==> config.mk <==
export PLATFORM = sky130hd
export DESIGN_NAME = ddpd_ctrl
export DESIGN_NICKNAME = d
export VERILOG_FILES = /design/src/sv/ddpd_pkg.sv /design/src/sv/ddpd_ctrl.sv
export SDC_FILE = /design/constraint.sdc
export NUM_CORES = 1
export LEC_CHECK = 0
export BUFFER_PORTS_ARGS = -buffer_cell sky130_fd_sc_hd__buf_2
export CAP_MARGIN = 10
export CORE_AREA = 5 5 42 44
export CTS_CLUSTER_DIAMETER = 100
export CTS_CLUSTER_SIZE = 30
export DETAILED_ROUTE_END_ITERATION = 10
export DIE_AREA = 0 0 47 49
export PLACE_DENSITY_LB_ADDON = 0.08
export SYNTH_ARGS = -nofsm -noshare
export SYNTH_HDL_FRONTEND = slang
export SYNTH_SLANG_ARGS = --single-unit
==> constraint.sdc <==
create_clock -name i_clk -period 1.25 [get_ports i_clk]
set_input_delay 0.25 -clock i_clk [delete_from_list [all_inputs] [get_ports i_clk]]
set_output_delay 0.25 -clock i_clk [all_outputs]
set_load 0.01 [all_outputs]
==> src/sv/ddpd_pkg.sv <==
package ddpd_pkg;

    localparam int SUM_W = 48;
    localparam int GAIN_W = 24;

    localparam logic [3:0] REG_FWD_P = 4'd0;
    localparam logic [3:0] REG_FWD_D = 4'd1;
    localparam logic [3:0] REG_ROT_P = 4'd2;
    localparam logic [3:0] REG_ROT_D = 4'd3;
    localparam logic [3:0] REG_TICK = 4'd4;
    localparam logic [3:0] REG_VMAX = 4'd5;
    localparam logic [3:0] REG_FULL = 4'd6;
    localparam logic [3:0] REG_CEIL = 4'd7;

    localparam logic [1:0] DIR_KEEP = 2'd0;
    localparam logic [1:0] DIR_FWD = 2'd1;
    localparam logic [1:0] DIR_REV = 2'd2;
    localparam logic [1:0] DIR_BRAKE = 2'd3;

    typedef enum logic [3:0] {
        ST_IDLE,
        ST_INC,
        ST_SUM,
        ST_PD,
        ST_MIX,
        ST_DIVLD,
        ST_DIV,
        ST_DONE,
        ST_OUT
    } t_state;

    // Commands from the sequencer to the datapath.
    typedef struct packed {
        logic       load;
        logic       inc;
        logic       sum;
        logic       pd_step;
        logic [1:0] pd_sel;
        logic       mix;
        logic       div_load;
        logic       div_step;
        logic       finish;
        logic       stop;
    } t_cmd;

    typedef struct packed {
        logic div_done;
    } t_status;

endpackage

==> src/sv/ddpd_ctrl.sv <==
module ddpd_ctrl (
    input  logic              i_clk,
    input  logic              i_rst_n,
    input  logic              i_in_valid,
    input  logic              i_action,
    input  logic              i_out_ready,
    input  ddpd_pkg::t_status i_status,
    output logic              o_in_ready,
    output logic              o_out_valid,
    output ddpd_pkg::t_cmd    o_cmd
);

    ddpd_pkg::t_state r_state, n_state;
    logic [1:0] r_pd, n_pd;

    always_ff @(posedge i_clk) begin
        if (!i_rst_n) begin
            r_state <= ddpd_pkg::ST_IDLE;
            r_pd <= '0;
        end else begin
            r_state <= n_state;
            r_pd <= n_pd;
        end
    end

    always_comb begin
        n_state = r_state;
        n_pd = r_pd;
        o_cmd = '0;
        o_cmd.pd_sel = r_pd;
        o_in_ready = 1'b0;
        o_out_valid = 1'b0;
        unique case (r_state)
            ddpd_pkg::ST_IDLE: begin
                o_in_ready = 1'b1;
                if (i_in_valid) begin
                    o_cmd.load = 1'b1;
                    n_state = i_action ? ddpd_pkg::ST_DONE : ddpd_pkg::ST_INC;
                    o_cmd.stop = i_action;
                end
            end
            ddpd_pkg::ST_INC: begin
                o_cmd.inc = 1'b1;
                n_state = ddpd_pkg::ST_SUM;
            end
            ddpd_pkg::ST_SUM: begin
                o_cmd.sum = 1'b1;
                n_pd = '0;
                n_state = ddpd_pkg::ST_PD;
            end
            ddpd_pkg::ST_PD: begin
                o_cmd.pd_step = 1'b1;
                n_pd = r_pd + 2'd1;
                if (r_pd == 2'd3) n_state = ddpd_pkg::ST_MIX;
            end
            ddpd_pkg::ST_MIX: begin
                o_cmd.mix = 1'b1;
                n_state = ddpd_pkg::ST_DIVLD;
            end
            ddpd_pkg::ST_DIVLD: begin
                o_cmd.div_load = 1'b1;
                n_state = ddpd_pkg::ST_DIV;
            end
            ddpd_pkg::ST_DIV: begin
                o_cmd.div_step = 1'b1;
                if (i_status.div_done) n_state = ddpd_pkg::ST_DONE;
            end
            ddpd_pkg::ST_DONE: begin
                o_cmd.finish = 1'b1;
                n_state = ddpd_pkg::ST_OUT;
            end
            ddpd_pkg::ST_OUT: begin
                o_out_valid = 1'b1;
                if (i_out_ready) n_state = ddpd_pkg::ST_IDLE;
            end
            default: n_state = ddpd_pkg::ST_IDLE;
        endcase
    end

`ifndef NO_ASSERTIONS
    a_in_idle: assert property (@(posedge i_clk) disable iff (!i_rst_n)
        o_in_ready |-> r_state == ddpd_pkg::ST_IDLE) else $error("ready outside idle");
    a_excl: assert property (@(posedge i_clk) disable iff (!i_rst_n)
        !(o_in_ready && o_out_valid)) else $error("ready and valid together");
    a_hold: assert property (@(posedge i_clk) disable iff (!i_rst_n)
        o_out_valid && !i_out_ready |=> o_out_valid) else $error("result dropped");
`endif

endmodule

# Word level (Yosys, flattened, before mapping)
# Index checks and enable logic that the tools add are counted.
[classes] addsub=1 n_mul=0 div_mod_pow=0 order_cmp=0 n_eq_ne=13 shift=0 muxes=20 bitwise=0 reduce_logical=3
[ops] op="4-bit case mux with 9 select lines" count=1
[ops] op="4-bit by 3-bit == test with 1-bit output, second input constant" count=4
[ops] op="4-bit 2-to-1 mux" count=4
[ops] op="1-bit 2-to-1 mux" count=13
[ops] op="4-bit by 2-bit == test with 1-bit output, second input constant" count=2
[ops] op="2-bit inequality test, second input constant" count=4
[ops] op="4-bit by 1-bit == test with 1-bit output, second input constant" count=1
[ops] op="4-bit == test, second input constant" count=1
[ops] op="4-bit zero test" count=1
[ops] op="2-bit case mux with 2 select lines" count=1
[ops] op="4-bit AND reduction" count=1
[ops] op="3-bit 2-to-1 mux" count=1
[ops] op="2-bit by 1-bit adder with 2-bit output, second input constant" count=1
[ops] op="2-bit == test, second input constant" count=1
[ops] op="2-bit nonzero test" count=1
[totals] regBits=6 latch_bits=0 mem_bits_rw=0 romBits=0 in_bits=6 output_inout_bits=13 word_cells=39 n_memories=0

# Depth between registers and ports, before layout
# Gate-level depths: netlist (run 1).
[logic_depth] word_depth=3 depth_mapped=5 mapped_depth_nobuf=5

# Worst setup path after synthesis (run 1)
# No wires, ideal clock.
[synth_timing] path_kind="flip-flop to output port" start="register r_state[2]" end="output port o_cmd[0] (netlist name)" arrival_ps=1072 required_ps=1000 setup_slack_ps=-72 path_stages_with_launch=4 path_buffers=1 path_cell_list="dfxtp_1 -> buf_6 -> nor4_4 -> and3_1"
[synth_rtl] element="start, declared" line="ddpd_ctrl.sv:13" text="ddpd_pkg::t_state r_state, n_state;"
[synth_rtl] element="start signal, assigned" line="ddpd_ctrl.sv:18" text="r_state <= ddpd_pkg::ST_IDLE;"
[synth_rtl] element="start signal, assigned" line="ddpd_ctrl.sv:21" text="r_state <= n_state;"
[synth_rtl] element="end, declared" line="ddpd_ctrl.sv:10" text="output ddpd_pkg::t_cmd o_cmd"

==> out/qor.csv, run 1 <==
metric;value;unit
outcome;finished with violations;
violations;setup timing;
total_leakage_power;0.377;nW
synth_area_leader_cell;sky130_fd_sc_hd__dfxtp_1;
critical_path.top_delay_family;simple AND/OR/NAND/NOR gates;
timing.critical_path.fanout_max;5;
detailed_place_hpwl;961;um
max-cap-violations;0;
power.share.sequential;0.250;
cts_hold_fix_bufs;0;
holdWs;0.295;ns
post_cts_clock_slew_at_the_launch_and_capture_registers_of_the_worst_setup_and_hold_paths;0.05;ns
clk-insertion-delay-late;0.25;ns
drv_slew;0;
post_synth_instance_area;472;um2
timing.critical_path.slowest_cell_delay;0.36;ns
headroom_to_the_max_slew_limit;0.754;
finalWorstPathRequiredPeriod;1.48;ns
post_drt_antenna_nets;0;
report.final.setup_viol;12;
synth_top_area_frac;0.255;
avgSynthCellArea;8.74;um2
timing.rr.start;r_state[0];
grt_pass1_vias;534;
reg2reg_setup_slack;-0.04;ns
power_density_over_cell_area;1490;mW/mm2
clockBufferDepth;2;
max_clock_skew;0.00557;ns
cp_data_required_time;1.00;ns
holdCritPathClass;in -> reg;
routedWlPerCell;13.6;um
ctsRootBufferMaster;sky130_fd_sc_hd__clkbuf_4;
routabilityCongestion;0.758;
layoutNonFillerInstCount;103;
drt-initial-drc-count;3;
cell_area_after_placement;626;um2
switchingPower;0.468;mW
worst_r2r_endpoint;r_state[2];
floorplan.initialDensity;0.337;
setup_ws;-0.228;ns
gr_ovfl_total;0;
critPathKind;reg -> out;
placed_cells_incl_taps;93;
postLayoutCellArea;815;um2
cts_made_buffers;3;
timing.critical_path.slowest_stage_cell;sky130_fd_sc_hd__dfxtp_4;
h-tree-depth;1;
synth-seq-area-share;0.255;
routed-via-count;519;
critical_path.endpoint;o_cmd[0];
timing_worst_slew_pin_value;0.365;ns
async_flop_share;0;
synth.top_cells.by_area;sky130_fd_sc_hd__dfxtp_1, sky130_fd_sc_hd__nor2b_1, sky130_fd_sc_hd__nor3_1;
synth-warning-count;0;
min_period_over_period;1.18;
dieWidth;47;um
grt_setup_unrepaired;yes;
reg2reg_depth;8;
final.setup.tns;-1.53;ns
synthesis_stage_register_bit_count;6;
cts.sinks;6;
timing.critical_path.cells;nor4_4 > and3_4 > buf_6;
drt_first_pass_iters;3;
synthesis.nets;61;
intPower;0.746;mW
grt_max_degree;8;
rows;14;
synthCells;54;
comb_power_share;0.596;
drt_via_density;5.04;
grt_pass1_wl;2.23;mm
setup.worst_path.start;r_state[1];
design.die.area;0.00230;mm2
worst_ir_drop_vdd;705;uV
synth.distinct_cells;28;
layout-drive-gt1-share;0.678;
timing.fmax;677;MHz
area_growth;72.7;%
fin_nets;96;
sw_frac_of_total;0.386;
grt_util_all_layers;0.133;
yosys_most_used_dff;sky130_fd_sc_hd__dfxtp_1;
cp-end-kind;primary output;
synth_edf_count;0;
io_buffers;18;
worstSetupStartpointType;register;
number_of_antenna_violations_at_the_first_check_in_global_routing;0;
pwr-share-clk;0.154;
crit_buf_inv;1;
hold_violations;0;
routed_wl;1.40;mm
remaining_drc_errors;0;
antennaDiodeCount;0;
cp_num_cells;3;
floorplan_die_height;49;um
cp_data_arrival_time;1.23;ns
coreArea;0.00140;mm2
cts_tree;yes;
io_pins;19;
==> cells in the final DEF (no fill, tap or decap), types with 2 or more instances in the layout <==
cell type | synthesis | final
sky130_fd_sc_hd__nor2b_1 | 4 | 4
sky130_fd_sc_hd__nor2_2 | 0 | 2
sky130_fd_sc_hd__nor3_2 | 1 | 4
sky130_fd_sc_hd__a21boi_0 | 2 | 2
sky130_fd_sc_hd__nor3b_2 | 1 | 2
sky130_fd_sc_hd__clkbuf_4 | 0 | 3
sky130_fd_sc_hd__buf_4 | 0 | 9
sky130_fd_sc_hd__nor3_1 | 5 | 2
sky130_fd_sc_hd__buf_2 | 2 | 15
sky130_fd_sc_hd__nand2b_4 | 0 | 3
sky130_fd_sc_hd__mux2i_1 | 2 | 2
sky130_fd_sc_hd__dfxtp_1 | 6 | 2
sky130_fd_sc_hd__dfxtp_4 | 0 | 3
sky130_fd_sc_hd__buf_6 | 2 | 10
sky130_fd_sc_hd__nand2_1 | 4 | 4
sky130_fd_sc_hd__nand3b_1 | 2 | 2
sky130_fd_sc_hd__nor2_1 | 5 | 2
==> synth_stat cells, drive strengths merged (2+ instances only) <==
cell and instances:
nor2b 4, nand3b 2, a21boi 2, dfxtp 6
nand2b 4, mux2i 2, nor2 5, nor3b 2
nor3 6, o21ai 2, buf 4, nand2 4
==> power by group through the flow <==
stage / Combinational (mW) / Clock, mW / Sequential [mW]
2_1_floorplan: 0.377 / 0 / 0.260
3_3_place_gp: 0.524 / 0 / 0.295
3_5_place_dp: 0.521 / 0 / 0.292
4_1_cts: 0.684 / 0.194 / 0.306
5_1_grt: 0.783 / 0.203 / 0.312
6_report: 0.724 / 0.187 / 0.303
==> routing by layer <==
layer  up-vias  track usage  part of all wire
li1        259            -                 -
met1       240        0.159              0.41
met2        18        0.208              0.50
met3         2       0.0258             0.072
met5         -            0                 0
met4         0       0.0783            0.0079
==> stage by stage <==
stage	util	power (mW)	setup WS (ns)
3_3_place_gp	0.446	0.819	-0.00761
5_1_grt	0.581	1.30	-0.279
4_1_cts	0.570	1.18	-0.234
3_5_place_dp	0.446	0.813	0.00276
6_report	0.581	1.21	-0.228
2_1_floorplan	-	0.637	-0.0504
==> flip-flops by register name, summed over array words and instances, names as in the netlist <==
signal / cells
r_state: 4
r_pd: 2
==> layout make-up <==
type / count / area [um2]
Tap cell: 16 / 20.0
Multi-Input combinational cell: 44 / 384
Fill cell: 130 / 587
Timing Repair Buffer: 34 / 255
Clock buffer: 3 / 22.5
Sequential cell: 6 / 133
==> worst min path at each step <==
stage,start,to,slack [ns],cells past startpoint
3_3_place_gp,r_pd[1],r_pd[1],0.47,2
5_1_grt,i_rst_n,r_state[3],0.30,2
6_report,i_rst_n,r_state[3],0.30,2
4_1_cts,i_rst_n,r_state[3],0.29,2
2_1_floorplan,i_rst_n,r_state[3],0.37,1
3_5_place_dp,r_pd[1],r_pd[1],0.48,2
==> logic make-up after synthesis <==
family                   count (synthesis)  share of synthesized area
adder cells (fa/ha/maj)                  1                     0.0265
multiplexers                             2                     0.0424
flip-flops                               6                      0.255
AO/OA/AOI/OAI                            8                      0.122
AND/OR/NAND/NOR                         32                      0.467
buffers and inverters                    4                     0.0690
XOR/XNOR                                 1                     0.0186
==> repair_timing <==
item / CTS / global route
resized for setup: 24 / 6
setup endpoints to repair: 11 / 13
buffers inserted: 7 / 2
pin swaps: 5 / 4
(Power assumes the default switching activity.)
==> inputs of run 2 (changes only) <==
--- a/config.mk
+++ b/config.mk
@@ -8,6 +8,7 @@
 export BUFFER_PORTS_ARGS = -buffer_cell sky130_fd_sc_hd__buf_2
 export CAP_MARGIN = 10
 export CORE_AREA = 5 5 42 44
+export CTS_BUF_LIST = sky130_fd_sc_hd__clkbuf_16
 export CTS_CLUSTER_DIAMETER = 100
 export CTS_CLUSTER_SIZE = 30
 export DETAILED_ROUTE_END_ITERATION = 10
==> run 2 against run 1 <==
The flow still finishes with violations (setup timing). Via count up 3.1%. Sequential power rose by 2%. Total power grew 36%. Clock power grew to 2.8 times the previous value. Largest power group unchanged.
==> out/qor.csv, run 2 (same netlist as run 1, synthesis figures left out) <==
metric;value;unit
cts_made_buffers;3;
design.die.area;0.00230;mm2
holdCritPathClass;in -> reg;
post-route-util;0.671;
largest_reg_flops;4;
max_clock_skew;0.00358;ns
worstSetupStartpointType;register;
cp_data_arrival_time;1.20;ns
grt_pass1_wl;2.04;mm
drt_first_pass_iters;4;
timing_worst_slew_pin_value;0.287;ns
reg2reg_setup_slack;0.06;ns
reg2reg_depth;6;
timing.hold.worst_path_depth;2;
rows;14;
report.final.setup_viol;11;
area_growth;99.2;%
drt-initial-drc-count;5;
post_drt_antenna_nets;0;
critPathKind;reg -> out;
layout-drive-gt1-share;0.733;
cts_tree;yes;
timing.rr.start;r_state[2];
violations;setup timing;
routed_wl;1.53;mm
floorplan.initialDensity;0.337;
coreArea;0.00140;mm2
top_register;r_state;
finalWorstPathRequiredPeriod;1.45;ns
cp_data_required_time;1.00;ns
grt_pass1_vias;484;
routabilityCongestion;0.758;
timing.critical_path.slowest_stage_cell;sky130_fd_sc_hd__dfxtp_4;
worst_hold_startpoint;i_rst_n;
cts.sinks;6;
hold_crit_endpoint;r_state[3];
most_common_library_cell_in_the_layout_ignoring_fill_and_taps;sky130_fd_sc_hd__buf_2;
floorplan_die_height;49;um
h-tree-depth;1;
dieWidth;47;um
fin_nets;99;
biggestRegsByFlops;r_state x4, r_pd x2;
total_leakage_power;0.421;nW
remaining_drc_errors;0;
multiInputGateArea;417;um2
cts_hold_fix_bufs;0;
drt_via_density;5.05;
final_cell_mix;sky130_fd_sc_hd__buf_2, sky130_fd_sc_hd__buf_6, sky130_fd_sc_hd__buf_4;
clk-insertion-delay-late;0.23;ns
antennaDiodeCount;0;
timing.critical_path.fanout_max;4;
placed_cells_incl_taps;93;
io_buffers;18;
hold_violations;0;
timing.fmax;691;MHz
cp-end-kind;primary output;
routedWlPerCell;14.5;um
max-cap-violations;0;
drv_slew;0;
crit_buf_inv;1;
post_cts_clock_slew_at_the_launch_and_capture_registers_of_the_worst_setup_and_hold_paths;0.03;ns
headroom_to_the_max_slew_limit;0.807;
setup_ws;-0.198;ns
timing.critical_path.cells;nor4_4 > and3_4 > buf_6;
critical_path.top_delay_family;simple AND/OR/NAND/NOR gates;
number_of_antenna_violations_at_the_first_check_in_global_routing;0;
grt_util_all_layers;0.128;
layout.filler_cells;107;
min_period_over_period;1.16;
seqCellArea;136;um2
outcome;finished with violations;
worst_r2r_endpoint;r_state[0];
gr_ovfl_total;0;
timing.critical_path.slowest_cell_delay;0.35;ns
clockBufferDepth;2;
worst_ir_drop_vdd;987;uV
grt_setup_unrepaired;yes;
power_density_over_cell_area;1760;mW/mm2
ctsRootBufferMaster;sky130_fd_sc_hd__clkbuf_16;
io_pins;19;
grt_max_degree;8;
detailed_place_hpwl;961;um
layoutNonFillerInstCount;106;
routed-via-count;535;
## run 2: changes by cell type in the layout (fill, tap and decap cells not counted), sizes merged
cell / before / now
buf: 34 / 37
## run 2: report_power, final
part | total [mW] | internal, mW | switching, mW
clock network | 0.526 | 0.411 | 0.115
logic | 0.819 | 0.447 | 0.372
registers | 0.310 | 0.238 | 0.0720
## run 2: worst reg2reg max path, delay by kind of cell, from the launching register on
family	cells	cell delay [ns]
buffers and inverters	2	0.28
flip-flops	1	0.36
multiplexers	1	0.14
AND/OR/NAND/NOR	3	0.29
## run 2: final cells by class
| type | instances | area share |
|---|---|---|
| multi-input cells | 44 | 0.443 |
| repair buffers | 37 | 0.310 |
| flip-flops and latches | 6 | 0.145 |
| clock buffers | 3 | 0.0799 |
| well taps | 16 | 0.0213 |
## run 2: metal layers
metal,GRT usage,routed length (um),vias to the layer above
met1,0.148,631,252
met4,0.0922,34,0
met5,0,0,-
li1,-,-,265
met3,0.0480,110,2
met2,0.186,757,16
## run 2: timing repair
item	in CTS	in global routing
endpoints found under the setup margin	11	13
setup buffers	3	9
gates resized for setup	17	22
pin swaps	3	7
## run 2: worst max path at each step
stage / slack [ns] / to / cells past startpoint / start
4_1_cts: -0.22 / o_cmd[0] / 3 / r_state[0]
6_report: -0.20 / o_cmd[0] / 3 / r_state[3]
5_1_grt: -0.25 / o_out_valid / 3 / r_state[1]
3_5_place_dp: 0.003 / o_cmd[0] / 3 / r_state[3]
3_3_place_gp: -0.008 / o_out_valid / 3 / r_state[2]
2_1_floorplan: -0.05 / o_cmd[0] / 3 / r_state[0]
## run 2: through the flow
stage                     TNS [ns]  total power, mW  cell area, um2  worst slack [ns]  hold slack, ns
after global placement    -0.00761            0.819             626          -0.00761           0.474
after global routing         -1.90             1.76             940            -0.247           0.326
after floorplan            -0.0746            0.637             480           -0.0504           0.368
after CTS                    -1.49             1.47             793            -0.222           0.309
after detailed placement         0            0.813             626           0.00276           0.478
final                        -1.36             1.66             940            -0.198           0.312
==> inputs of run 3 (changes only) <==
--- a/config.mk
+++ b/config.mk
@@ -13,6 +13,7 @@
 export CTS_CLUSTER_SIZE = 30
 export DETAILED_ROUTE_END_ITERATION = 10
 export DIE_AREA = 0 0 47 49
+export MAX_ROUTING_LAYER = met4
 export PLACE_DENSITY_LB_ADDON = 0.08
 export SYNTH_ARGS = -nofsm -noshare
 export SYNTH_HDL_FRONTEND = slang
==> constraint.sdc (replaced) <==
create_clock -name i_clk -period 1.25 [get_ports i_clk]
set_input_delay 0.0625 -clock i_clk [delete_from_list [all_inputs] [get_ports i_clk]]
set_output_delay 0.0625 -clock i_clk [all_outputs]
set_load 0.01 [all_outputs]
==> run 3 against run 2 <==
The flow still finishes with violations (setup timing). Sequential share of layout area rose by 2.6 points. Hold slack got worse by 0.19 ns. Count of clock-buffer cells in the layout did not move. Fmax increased by 10%. Critical path depth is 1 higher. Final cell count decreased by 8.5%. Non-clock buffer count is 9 lower. Design area fell by 21%.
==> out/qor.csv, run 3 (same netlist as run 1, synthesis figures left out) <==
metric;value;unit
outcome;finished with violations;
violations;setup timing;
cts_tree;yes;
cts.sinks;6;
gr_ovfl_total;0;
detailed_place_hpwl;954;um
drv_slew;0;
io_buffers;18;
routedWlPerCell;13.5;um
grt_setup_unrepaired;yes;
cp_data_required_time;1.19;ns
drt_via_density;4.90;
worstSetupStartpointType;register;
timing.critical_path.fanout_max;4;
floorplan.initialDensity;0.337;
clockBufferDepth;2;
post_cts_clock_slew_at_the_launch_and_capture_registers_of_the_worst_setup_and_hold_paths;0.03;ns
largest_reg_flops;4;
clk-insertion-delay-late;0.23;ns
min_period_over_period;1.05;
final_cell_mix;sky130_fd_sc_hd__buf_2, sky130_fd_sc_hd__buf_4, sky130_fd_sc_hd__nand2_1, sky130_fd_sc_hd__nor2_1, sky130_fd_sc_hd__nor2b_1;
design.die.area;0.00230;mm2
total_leakage_power;0.352;nW
cts_hold_fix_bufs;0;
worst_ir_drop_vdd;1290;uV
multiInputGateArea;337;um2
number_of_antenna_violations_at_the_first_check_in_global_routing;0;
grt_util_all_layers;0.126;
finalWorstPathRequiredPeriod;1.31;ns
cts_made_buffers;3;
floorplan_die_height;49;um
fin_nets;90;
setup_ws;-0.0636;ns
timing_worst_slew_pin_value;0.321;ns
max_clock_skew;0.00284;ns
layout.filler_cells;142;
cp_data_arrival_time;1.25;ns
coreArea;0.00140;mm2
cell_area_after_placement;607;um2
io_pins;19;
post-route-util;0.531;
timing.critical_path.cells;buf_6 > nor4_4 > and3_1 > buf_2;
grt_pass1_wl;2.02;mm
grt_pass1_vias;446;
critical_path.top_delay_family;simple AND/OR/NAND/NOR gates;
most_common_library_cell_in_the_layout_ignoring_fill_and_taps;sky130_fd_sc_hd__buf_2;
timing.critical_path.slowest_stage_cell;sky130_fd_sc_hd__dfxtp_2;
drt-initial-drc-count;5;
biggestRegsByFlops;r_state x4, r_pd x2;
routed_wl;1.31;mm
remaining_drc_errors;0;
routed-via-count;475;
h-tree-depth;1;
post_drt_antenna_nets;0;
crit_buf_inv;2;
area_growth;57.8;%
postLayoutCellArea;744;um2
holdCritPathClass;in -> reg;
drt_first_pass_iters;3;
cp-end-kind;primary output;
grt_max_degree;12;
top_register;r_state;
ctsRootBufferMaster;sky130_fd_sc_hd__clkbuf_16;
headroom_to_the_max_slew_limit;0.783;
timing.fmax;761;MHz
max-cap-violations;0;
dieWidth;47;um
timing.critical_path.slowest_cell_delay;0.33;ns
hold_violations;0;
rows;14;
power_density_over_cell_area;1890;mW/mm2
report.final.setup_viol;2;
antennaDiodeCount;0;
seqCellArea;128;um2
layout-drive-gt1-share;0.556;
routabilityCongestion;0.732;
critPathKind;reg -> out;
## run 3: stage by stage
stage               setup WS, ns  total power, mW  TNS [ns]  hold slack, ns  std cells
floorplan                 0.0822            0.623         0           0.180         54
global placement          0.0152            0.801         0           0.376         90
detailed placement        0.0285            0.798         0           0.364         90
CTS                      -0.0833             1.36    -0.161           0.118         94
global route              -0.128             1.49    -0.337           0.134         97
finish                   -0.0636             1.41    -0.100           0.120         97
## run 3: cell type report
class,instances,share of cell area
Multi-Input combinational cell,44,0.452
Timing Repair Buffer,28,0.249
Sequential cell,6,0.171
Clock buffer,3,0.101
Tap cell,16,0.0269
## run 3: final timing paths
kind              startpoint         end  slack [ns]  cells past startpoint
setup / recovery  r_state[1]    o_cmd[0]       -0.06                      4
setup reg to reg  r_state[0]  r_state[2]        0.08                      5
hold reg to reg      r_pd[1]     r_pd[1]        0.48                      2
hold / removal       i_rst_n  r_state[3]        0.12                      2
## run 3: worst register-to-register path: cells and delay by family, from the launching register on
kind / cells / cell delay [ns]
AOI/OAI and AO/OA: 2 / 0.37
buffers and inverters: 1 / 0.14
and+or+nand+nor: 2 / 0.22
DFF: 1 / 0.35
## run 3: per-layer routing
metal / track usage / up-vias / part of all wire / wire [um]
met4: 0.0553 / 0 / 0.018 / 23
met3: 0.0443 / 2 / 0.075 / 98
li1: - / 248 / - / -
met2: 0.176 / 15 / 0.48 / 627
met1: 0.159 / 210 / 0.43 / 557
met5: - / - / 0 / 0
## run 3: report_power, final
part | internal (mW) | switching, mW
logic | 0.307 | 0.302
clock network | 0.411 | 0.111
registers | 0.233 | 0.0429
total | 0.951 | 0.457
## run 3: timing repair
item / 4_1_cts / 5_1_grt
setup endpoints to repair: 10 / 13
hold endpoints to repair: 0 / 0
gates resized for setup: 6 / 6
pin swaps: 2 / 4
setup buffers: 1 / 3
